[config.mk]
export PLATFORM = sky130hd
export DESIGN_NAME = stack_remove_by_value_top
export DESIGN_NICKNAME = d
export VERILOG_FILES = /design/src/hw/rtl/stkrm_pkg.sv /design/src/hw/rtl/stkrm_ram.sv /design/src/hw/rtl/stkrm_ctrl.sv /design/src/hw/rtl/stack_remove_by_value_top.sv
export SDC_FILE = /design/constraint.sdc
export NUM_CORES = 1
export LEC_CHECK = 0
export ABC_CLOCK_PERIOD_IN_PS = 4810
export BUFFER_PORTS_ARGS = -buffer_cell sky130_fd_sc_hd__buf_2
export CAP_MARGIN = 20
export CORE_AREA = 5 5 237 239
export CTS_BUF_LIST = sky130_fd_sc_hd__clkbuf_8
export CTS_CLUSTER_DIAMETER = 30
export DETAILED_ROUTE_END_ITERATION = 10
export DIE_AREA = 0 0 242 244
export PLACE_DENSITY = 0.77
export SLEW_MARGIN = 10
export SYNTH_ARGS = -nofsm -noshare
export SYNTH_HDL_FRONTEND = slang
export SYNTH_SLANG_ARGS = --single-unit
[constraint.sdc]
create_clock -name clk -period 4.81 [get_ports clk]
set_input_delay 0.481 -clock clk [delete_from_list [all_inputs] [get_ports clk]]
set_output_delay 0.481 -clock clk [all_outputs]
set_load 0.1 [all_outputs]
[src/hw/rtl/stkrm_pkg.sv]
// ----------------------------------------------------------------------------
// Stack remove-by-value package
// Shared widths, request and status codes, and the bundles that pass
// between the controller, the entry memory and the top level.
// ----------------------------------------------------------------------------
package stkrm_pkg;

  localparam int STACK_DEPTH = 16;
  localparam int DATA_W      = 32;
  localparam int REQ_W       = 2;
  localparam int STAT_W      = 2;
  localparam int POS_W       = 4;
  localparam int OUT_CNT_W   = 5;
  localparam int ADDR_W      = $clog2(STACK_DEPTH);
  localparam int CNT_W       = $clog2(STACK_DEPTH + 1);
  localparam int CMP_W       = (CNT_W > POS_W) ? CNT_W : POS_W;

  typedef enum logic [REQ_W-1:0] {
    REQ_PUSH   = 2'd0,
    REQ_REMOVE = 2'd1,
    REQ_READ   = 2'd2
  } req_t;

  typedef enum logic [STAT_W-1:0] {
    ST_OK       = 2'd0,
    ST_FULL     = 2'd1,
    ST_NOTFOUND = 2'd2,
    ST_RANGE    = 2'd3
  } stat_t;

  typedef struct packed {
    stat_t                     status;
    logic [CNT_W-1:0]          count;
    logic signed [DATA_W-1:0]  top;
    logic signed [DATA_W-1:0]  rdval;
  } res_t;

  typedef struct packed {
    logic                      wr_en;
    logic [ADDR_W-1:0]         wr_addr;
    logic [DATA_W-1:0]         wr_data;
    logic                      rd_en;
    logic [ADDR_W-1:0]         rd_addr;
  } mem_req_t;

endpackage

[src/hw/rtl/stkrm_ram.sv]
// ----------------------------------------------------------------------------
// Generic simple dual-port RAM
// One write port and one read port with a registered read.
// ----------------------------------------------------------------------------
module stkrm_ram #(
  parameter int WIDTH = 32,
  parameter int DEPTH = 16
) (
  input  logic                     clk,
  input  logic                     wr_en,
  input  logic [$clog2(DEPTH)-1:0] wr_addr,
  input  logic [WIDTH-1:0]         wr_data,
  input  logic                     rd_en,
  input  logic [$clog2(DEPTH)-1:0] rd_addr,
  output logic [WIDTH-1:0]         rd_data
);

  logic [WIDTH-1:0] mem_r [DEPTH];

  always_ff @(posedge clk) begin
    if (wr_en) begin
      mem_r[wr_addr] <= wr_data;
    end
    if (rd_en) begin
      rd_data <= mem_r[rd_addr];
    end
  end

endmodule

[src/hw/rtl/stkrm_ctrl.sv]
// ----------------------------------------------------------------------------
// Stack controller
// Sequencer that runs push, read, and the search-and-shift of a remove
// against the entry memory, and holds the fill count and top value.
// ----------------------------------------------------------------------------
module stkrm_ctrl (
  input  logic                                   clk,
  input  logic                                   rst_n,
  input  logic                                   in_valid,
  output logic                                   in_stall,
  input  logic [stkrm_pkg::REQ_W-1:0]            in_req_type,
  input  logic signed [stkrm_pkg::DATA_W-1:0]    in_value,
  input  logic [stkrm_pkg::POS_W-1:0]            in_position,
  output logic                                   res_valid,
  input  logic                                   res_ready,
  output stkrm_pkg::res_t                        res,
  output stkrm_pkg::mem_req_t                    mem_req,
  input  logic [stkrm_pkg::DATA_W-1:0]           mem_rd_data
);

  typedef enum logic [3:0] {
    S_IDLE,
    S_SRCH_RD,
    S_SRCH_CMP,
    S_SH_RD,
    S_SH_WR,
    S_TOP_RD,
    S_TOP_WAIT,
    S_RD_WAIT,
    S_DONE
  } state_t;

  state_t                                  state_r, state_nxt;
  logic [stkrm_pkg::CNT_W-1:0]             cnt_r, cnt_nxt;
  logic signed [stkrm_pkg::DATA_W-1:0]     top_r, top_nxt;
  logic [stkrm_pkg::DATA_W-1:0]            value_r, value_nxt;
  logic [stkrm_pkg::ADDR_W-1:0]            idx_r, idx_nxt;
  stkrm_pkg::stat_t                        status_r, status_nxt;
  logic signed [stkrm_pkg::DATA_W-1:0]     rdval_r, rdval_nxt;
  logic                                    accept;
  logic                                    pos_in_range;
  logic                                    shift_more;

  assign accept       = in_valid && (state_r == S_IDLE);
  assign in_stall     = (state_r != S_IDLE);
  assign pos_in_range = stkrm_pkg::CMP_W'(in_position) < stkrm_pkg::CMP_W'(cnt_r);
  assign shift_more   = (stkrm_pkg::CNT_W'(idx_r) + stkrm_pkg::CNT_W'(1)) < cnt_r;

  assign res_valid  = (state_r == S_DONE);
  assign res.status = status_r;
  assign res.count  = cnt_r;
  assign res.top    = top_r;
  assign res.rdval  = rdval_r;

  always_comb begin
    state_nxt        = state_r;
    cnt_nxt          = cnt_r;
    top_nxt          = top_r;
    value_nxt        = value_r;
    idx_nxt          = idx_r;
    status_nxt       = status_r;
    rdval_nxt        = rdval_r;
    mem_req.wr_en    = 1'b0;
    mem_req.wr_addr  = idx_r;
    mem_req.wr_data  = mem_rd_data;
    mem_req.rd_en    = 1'b0;
    mem_req.rd_addr  = idx_r;
    unique case (state_r)
      S_IDLE: begin
        if (accept) begin
          status_nxt = stkrm_pkg::ST_OK;
          rdval_nxt  = '0;
          value_nxt  = in_value;
          state_nxt  = S_DONE;
          case (stkrm_pkg::req_t'(in_req_type))
            stkrm_pkg::REQ_PUSH: begin
              if (cnt_r == stkrm_pkg::CNT_W'(stkrm_pkg::STACK_DEPTH)) begin
                status_nxt = stkrm_pkg::ST_FULL;
              end else begin
                mem_req.wr_en   = 1'b1;
                mem_req.wr_addr = stkrm_pkg::ADDR_W'(cnt_r);
                mem_req.wr_data = in_value;
                cnt_nxt         = cnt_r + stkrm_pkg::CNT_W'(1);
                top_nxt         = in_value;
              end
            end
            stkrm_pkg::REQ_REMOVE: begin
              if (cnt_r == '0) begin
                status_nxt = stkrm_pkg::ST_NOTFOUND;
              end else begin
                idx_nxt   = stkrm_pkg::ADDR_W'(cnt_r - stkrm_pkg::CNT_W'(1));
                state_nxt = S_SRCH_RD;
              end
            end
            stkrm_pkg::REQ_READ: begin
              if (pos_in_range) begin
                mem_req.rd_en   = 1'b1;
                mem_req.rd_addr = stkrm_pkg::ADDR_W'(in_position);
                state_nxt       = S_RD_WAIT;
              end else begin
                status_nxt = stkrm_pkg::ST_RANGE;
              end
            end
            default: begin
            end
          endcase
        end
      end
      S_SRCH_RD: begin
        mem_req.rd_en = 1'b1;
        state_nxt     = S_SRCH_CMP;
      end
      S_SRCH_CMP: begin
        if (mem_rd_data == value_r) begin
          state_nxt = S_SH_RD;
        end else if (idx_r == '0) begin
          status_nxt = stkrm_pkg::ST_NOTFOUND;
          state_nxt  = S_DONE;
        end else begin
          idx_nxt   = idx_r - stkrm_pkg::ADDR_W'(1);
          state_nxt = S_SRCH_RD;
        end
      end
      S_SH_RD: begin
        if (shift_more) begin
          mem_req.rd_en   = 1'b1;
          mem_req.rd_addr = idx_r + stkrm_pkg::ADDR_W'(1);
          state_nxt       = S_SH_WR;
        end else begin
          cnt_nxt   = cnt_r - stkrm_pkg::CNT_W'(1);
          state_nxt = S_TOP_RD;
        end
      end
      S_SH_WR: begin
        mem_req.wr_en = 1'b1;
        idx_nxt       = idx_r + stkrm_pkg::ADDR_W'(1);
        state_nxt     = S_SH_RD;
      end
      S_TOP_RD: begin
        if (cnt_r == '0) begin
          top_nxt   = '0;
          state_nxt = S_DONE;
        end else begin
          mem_req.rd_en   = 1'b1;
          mem_req.rd_addr = stkrm_pkg::ADDR_W'(cnt_r - stkrm_pkg::CNT_W'(1));
          state_nxt       = S_TOP_WAIT;
        end
      end
      S_TOP_WAIT: begin
        top_nxt   = mem_rd_data;
        state_nxt = S_DONE;
      end
      S_RD_WAIT: begin
        rdval_nxt = mem_rd_data;
        state_nxt = S_DONE;
      end
      S_DONE: begin
        if (res_ready) begin
          state_nxt = S_IDLE;
        end
      end
      default: begin
        state_nxt = S_IDLE;
      end
    endcase
  end

  always_ff @(posedge clk) begin
    if (!rst_n) begin
      state_r <= S_IDLE;
      cnt_r   <= '0;
      top_r   <= '0;
    end else begin
      state_r <= state_nxt;
      cnt_r   <= cnt_nxt;
      top_r   <= top_nxt;
    end
    value_r  <= value_nxt;
    idx_r    <= idx_nxt;
    status_r <= status_nxt;
    rdval_r  <= rdval_nxt;
  end

  a_cnt_bound: assert property (@(posedge clk) disable iff (!rst_n)
    cnt_r <= stkrm_pkg::CNT_W'(stkrm_pkg::STACK_DEPTH))
    else $error("fill count above stack depth");

  a_wr_below_cnt: assert property (@(posedge clk) disable iff (!rst_n)
    mem_req.wr_en |-> (stkrm_pkg::CNT_W'(mem_req.wr_addr) <= cnt_r))
    else $error("memory write above the filled entries");

  a_full_status: assert property (@(posedge clk) disable iff (!rst_n)
    (res_valid && (status_r == stkrm_pkg::ST_FULL))
      |-> (cnt_r == stkrm_pkg::CNT_W'(stkrm_pkg::STACK_DEPTH)))
    else $error("full reported while stack has room");

  a_busy_after_accept: assert property (@(posedge clk) disable iff (!rst_n)
    accept |=> in_stall)
    else $error("controller not busy after taking an item");

  a_no_rw_same: assert property (@(posedge clk) disable iff (!rst_n)
    !(mem_req.wr_en && mem_req.rd_en))
    else $error("read and write issued in one cycle");

endmodule

[src/hw/rtl/stack_remove_by_value_top.sv]
// ----------------------------------------------------------------------------
// Stack with remove-by-value
// Bounded stack of signed 32-bit values with push, delete of the topmost
// matching entry, and indexed read; every item returns one result.
//
//   Channel  Handshake             Payload
//   in_      in_valid / in_stall   in_req_type, in_value, in_position
//   out_     out_valid / out_stall out_status, out_entry_count,
//                                  out_top_value, out_read_value
//
// A push goes from accept to the done state and the output register; a
// read also passes the read-wait state for the registered memory read.
// A remove reads and compares each entry from the top down to the match,
// moves each entry above the match one place down, then fetches the new
// top and hands over the result, never reading and writing at once.
// Reset clears the fill count and top value; entries need no clearing.
// One item is worked at a time; the next is taken while a result waits
// in the output register.
// ----------------------------------------------------------------------------
module stack_remove_by_value_top (
  input  logic                                 clk,
  input  logic                                 rst_n,
  input  logic                                 in_valid,
  output logic                                 in_stall,
  input  logic [stkrm_pkg::REQ_W-1:0]          in_req_type,
  input  logic signed [stkrm_pkg::DATA_W-1:0]  in_value,
  input  logic [stkrm_pkg::POS_W-1:0]          in_position,
  output logic                                 out_valid,
  input  logic                                 out_stall,
  output logic [stkrm_pkg::STAT_W-1:0]         out_status,
  output logic [stkrm_pkg::OUT_CNT_W-1:0]      out_entry_count,
  output logic signed [stkrm_pkg::DATA_W-1:0]  out_top_value,
  output logic signed [stkrm_pkg::DATA_W-1:0]  out_read_value
);

  stkrm_pkg::res_t                   res;
  stkrm_pkg::mem_req_t               mem_req;
  logic [stkrm_pkg::DATA_W-1:0]      mem_rd_data;
  logic                              res_valid;
  logic                              res_ready;
  logic                              out_valid_r;
  logic [stkrm_pkg::STAT_W-1:0]      status_r;
  logic [stkrm_pkg::OUT_CNT_W-1:0]   count_r;
  logic signed [stkrm_pkg::DATA_W-1:0] top_r;
  logic signed [stkrm_pkg::DATA_W-1:0] rdval_r;

  stkrm_ram #(
    .WIDTH (stkrm_pkg::DATA_W),
    .DEPTH (stkrm_pkg::STACK_DEPTH)
  ) u_ram (
    .clk     (clk),
    .wr_en   (mem_req.wr_en),
    .wr_addr (mem_req.wr_addr),
    .wr_data (mem_req.wr_data),
    .rd_en   (mem_req.rd_en),
    .rd_addr (mem_req.rd_addr),
    .rd_data (mem_rd_data)
  );

  stkrm_ctrl u_ctrl (
    .clk         (clk),
    .rst_n       (rst_n),
    .in_valid    (in_valid),
    .in_stall    (in_stall),
    .in_req_type (in_req_type),
    .in_value    (in_value),
    .in_position (in_position),
    .res_valid   (res_valid),
    .res_ready   (res_ready),
    .res         (res),
    .mem_req     (mem_req),
    .mem_rd_data (mem_rd_data)
  );

  assign res_ready = !out_valid_r || !out_stall;

  always_ff @(posedge clk) begin
    if (!rst_n) begin
      out_valid_r <= 1'b0;
    end else if (res_ready) begin
      out_valid_r <= res_valid;
    end
    if (res_ready && res_valid) begin
      status_r <= res.status;
      count_r  <= stkrm_pkg::OUT_CNT_W'(res.count);
      top_r    <= res.top;
      rdval_r  <= res.rdval;
    end
  end

  assign out_valid       = out_valid_r;
  assign out_status      = status_r;
  assign out_entry_count = count_r;
  assign out_top_value   = top_r;
  assign out_read_value  = rdval_r;

endmodule

==> results.md <==
Run status:
- The run finished with clean final reports.

Global routing:
- The global router's overall resource usage is a little under a quarter.
- The maximum number of pins on one net before global-route repair is 85.
- The number of antenna violations at the first check in global routing is 4.
- The total overflow reported by the global router is 0.
- The global-route wire length before repair is 106000 um.
- The number of global-route vias before repair is approximately 18000.

Logic synthesis:
- The count of cell types in the netlist is 65.
- The number of enable-type register cells in the synthesized netlist is ~700.
- The number of instances in the synthesized netlist is roughly 2000.
- The cell area that synthesis handed to floorplanning was 29300 um2.
- Counting flops with an async set or reset pin after synthesis yields a share of 0%.
- The total number of yosys warnings is 0.
- After synthesis, the mean cell area works out to roughly 15 um2.
- Synthesis produced a netlist with a net count of 2063.
- The sequential element share of the synthesized area is 73.2%.
- The commonest register cell after synthesis is sky130_fd_sc_hd__edfxtp_1.
- Counting flops and latches in the post-synthesis netlist gives between 700 and 800.

Floorplanning:
- The die outline area is 59000 um2.
- For this design the top-level I/O count stands at 115.
- The height of the die is 244 um.
- The number of placement rows is 85.
- From left edge to right edge, the die measures 242 um.
- The core region is about 54000 um2.
- For this configuration, the core starts out at a cell density of a little over half.

Cells and area:
- The fraction of final layout cells with drive strength greater than 1 is 19.2%.
- The sequential cells in the finished layout cover a total of roughly 21000 um2.
- The synthesis-to-layout area growth is 14.5%.
- The number of standard cells in the layout, taps in and fillers out is 2980.
- The multi-input combinational cells in the finished layout cover a total of 7300 um2.
- The number of fillers in the final layout is approximately 3700.
- In the final design database the tool counted 2242 nets.

Critical path:
- The worst setup path is captured at a register.
- The data required time at the worst endpoint is 5.25 ns.
- Along the worst path, the maximum fanout reaches 84.
- At the worst endpoint, the arrival time is 4.73 ns.
- The startpoint kind of the worst setup timing path is a register.
- The critical path class is register to register.

Clock network:
- The maximum level of the CTS H-tree is 3.
- The clock latency on the worst-skew pair is 0.70 ns.
- The number of buffers inserted by hold repair at cts is 15.
- TritonCTS built the clock tree.
- The clock passes through at most 3 buffers.
- In this run, post-CTS repair resized a total of 0 instances.
- The clock tree root buffer cell is sky130_fd_sc_hd__clkbuf_8.
- The count of buffers added by post-CTS timing repair for setup is 0.
- Clock-pin slew was measured on the worst setup and hold paths at 0.06 ns.
- The number of clock buffers inserted by TritonCTS is about 120.
- For this design, the sink count on the clock tree is 727.

Timing:
- The setup-violating endpoint count in the final report is 0.
- For the final routed database, the setup TNS stands at 0 ns.
- Headroom to the max-slew limit came out at 28.2%.
- The final critical path takes up 89.0% of the cycle.
- Between clock sinks in the finished design, the worst skew comes to roughly 0.020 ns.
- The minimum clock period after layout is around 4.3 ns.
- The achievable frequency is roughly 0.23 GHz.
- At the pin with the least slew margin, the transition time is 1.07 ns.
- The number of pins with negative max-slew slack in the final report is 0.
- The hold violation total from the final report was 0.
- Setup repair after global routing left no endpoint under its margin.

Placement:
- Input and output buffers added on the ports amount to roughly 110.
- The final estimated routing congestion in global placement is 0.894.
- Including well taps, the total number of placed cells is 2748.
- After legalization and detailed placement, the total HPWL measured 41500 um.

Drt:
- In this run the top signal layer used is met4.
- The detailed router put a total of 27400 um of wire on met1.
- The detailed router finished its first iteration with 1778 violations.
- The detailed-router iteration count before antenna repair is 5.
- The number of nets with antenna violations after routing is 0.
- The met2 routed wirelength is between 30000 and 40000 um.
- The total via count in the routed design is 18100.
- In the detailed route, the total length drawn on met3 is approximately 6700 um.
- The aggregate routed wire length is 70500 um.
- In the final routed layout, each cell accounts on average for 23.7 um.
- After detailed routing, the number of remaining DRC violations is 0.
- In the routed layout, each cell is associated on average with a via count of 6.07.

Power:
- Internal power comes to about 11 mW.
- Combinational logic burns 14.1% of the power.
- The worst-case vdd ir drop is 0.000224 V.
- Of the total power, registers draw about half.
- The net switching component of the power is 4.12 mW.
- Dividing total power by cell area gives a power density of roughly 450 nW/um2.
- The leakage power summed over all cells is approximately 12 nW.
- The share of power burned in the clock network is 35.9%.
- The share of total power consumed by net switching is 27.2%.
- The design draws about 15 mW.

Job:
- Across the run, the number of max-cap violations was 0.

Hold path:
- The class of the tightest hold or removal check is input port to register.
[sequential cells by signal, summed over array words and instances (netlist names)]
signal,count
out_entry_count,5
out_read_value,32
out_status,2
out_top_value,32
out_valid,1
u_ctrl.cnt_r,5
u_ctrl.idx_r,4
u_ctrl.rdval_r,32
u_ctrl.state_r,4
u_ctrl.status_r,2
u_ctrl.top_r,32
u_ctrl.value_r,32
u_ram.mem_r,512
u_ram.rd_data,32
[per-stage QoR]
| stage | setup slack (ns) | hold WS, ns | area (um2) | util, % |
|---|---|---|---|---|
| 6_report | 0.527 | 0.0611 | 33500 | 62.5 |
| 5_1_grt | 0.341 | 0.0358 | 33500 | 62.5 |
| 4_1_cts | 0.618 | 0.00354 | 33500 | 62.5 |
| 3_5_place_dp | 0.654 | 0.405 | 30900 | 57.6 |
| 3_3_place_gp | 0.874 | 0.401 | 30900 | 57.6 |
| 2_1_floorplan | 0.472 | 0.400 | 29300 | - |
[logic make-up after synthesis]
| logic type | synth area share [%] |
|---|---|
| mux | 4.62 |
| xor+xnor | 1.23 |
| buf+inv | 2.53 |
| fa+ha+maj | 0.642 |
| compound gates | 9.02 |
| flops | 73.2 |
| simple gates | 8.76 |
[worst max-delay path, stage by stage (launching register included)]
cell,delay [ns]
sky130_fd_sc_hd__edfxtp_1,0.60
sky130_fd_sc_hd__inv_1,0.17
sky130_fd_sc_hd__ha_1,0.36
sky130_fd_sc_hd__ha_1,0.27
sky130_fd_sc_hd__a21boi_1,0.13
sky130_fd_sc_hd__o2111ai_1,0.43
sky130_fd_sc_hd__a21o_2,0.28
sky130_fd_sc_hd__o211ai_4,0.17
sky130_fd_sc_hd__a21boi_4,0.24
sky130_fd_sc_hd__buf_4,0.23
sky130_fd_sc_hd__buf_12,0.37
sky130_fd_sc_hd__mux2i_1,0.29
sky130_fd_sc_hd__mux2i_1,0.12
sky130_fd_sc_hd__o2111ai_1,0.21
sky130_fd_sc_hd__o21ai_1,0.10
[power by group through the flow]
| stage | logic (mW) | clock network [mW] | registers [mW] |
|---|---|---|---|
| 2_1_floorplan | 1.21 | 0 | 7.94 |
| 3_3_place_gp | 2.04 | 0 | 7.67 |
| 3_5_place_dp | 2.10 | 0 | 7.68 |
| 4_1_cts | 2.12 | 5.49 | 7.55 |
| 5_1_grt | 2.27 | 5.82 | 7.57 |
| 6_report | 2.13 | 5.43 | 7.56 |
[final timing paths]
kind / startpoint / end / slack [ns] / cells after the start
worst max-delay path: u_ctrl.idx_r[0]$_DFFE_PP_ / u_ram.rd_data[10]$_DFFE_PP_ / 0.53 / 14
worst min-delay path: rst_n / u_ctrl.state_r[2]$_SDFFE_PN0P_ / 0.06 / 3
worst max register to register: u_ctrl.idx_r[0]$_DFFE_PP_ / u_ram.rd_data[10]$_DFFE_PP_ / 0.53 / 14
worst min register to register: u_ctrl.rdval_r[22]$_SDFFCE_PN0P_ / out_read_value[22]$_DFFE_PP_ / 0.41 / 0
[area by class of cell]
cell class,instances,area share (%)
repair buffers,188,4.13
well taps,696,2.60
multi-input cells,1133,21.8
inverters,19,0.213
flip-flops and latches,727,63.9
clock inverters,86,2.02
diodes,2,0.0149
clock buffers,129,5.30
[synthesized netlist by cell type, drive strengths merged, types with 19 or more instances]
master   count  area share (%)
clkbuf      54            0.69
a22oi       35            0.90
xnor2       39             1.2
mux2i       99             3.4
buf         73             1.6
a221oi      33             1.5
a31oi       40            0.86
edfxtp     685              70
o2111ai     34             1.0
nand3      100             1.7
and2        36            0.77
dfxtp       42             2.9
mux2        32             1.2
inv         19            0.24
nor2        68            0.87
o21ai       42            0.76
a21oi      113             2.0
nand2      336             4.3
a211oi      33            0.85
[layer usage]
layer | track usage [%] | vias to the layer above
met5 | 0 | -
met1 | 31.3 | 8926
met2 | 38.4 | 1002
met3 | 4.75 | 156
li1 | - | 7997
met4 | 8.95 | 0
[layout by cell type, fill, tap and decap left out, types with 21 or more instances in the layout]
| cell | netlist | layout |
|---|---|---|
| sky130_fd_sc_hd__a21oi_1 | 109 | 108 |
| sky130_fd_sc_hd__a221oi_2 | 21 | 21 |
| sky130_fd_sc_hd__a31oi_1 | 40 | 40 |
| sky130_fd_sc_hd__o2111ai_1 | 33 | 33 |
| sky130_fd_sc_hd__clkbuf_8 | 0 | 129 |
| sky130_fd_sc_hd__and2_1 | 36 | 36 |
| sky130_fd_sc_hd__nor2_1 | 68 | 51 |
| sky130_fd_sc_hd__mux2_2 | 32 | 32 |
| sky130_fd_sc_hd__a22oi_1 | 35 | 35 |
| sky130_fd_sc_hd__nand3_1 | 100 | 99 |
| sky130_fd_sc_hd__buf_4 | 15 | 42 |
| sky130_fd_sc_hd__dfxtp_1 | 42 | 42 |
| sky130_fd_sc_hd__xnor2_1 | 39 | 39 |
| sky130_fd_sc_hd__buf_2 | 43 | 114 |
| sky130_fd_sc_hd__inv_1 | 19 | 45 |
| sky130_fd_sc_hd__o21ai_1 | 33 | 33 |
| sky130_fd_sc_hd__edfxtp_1 | 685 | 685 |
| sky130_fd_sc_hd__nand2_1 | 335 | 335 |
| sky130_fd_sc_hd__a211oi_1 | 33 | 33 |
| sky130_fd_sc_hd__mux2i_1 | 99 | 99 |
No activity file was read; power rests on OpenSTA's default activity.
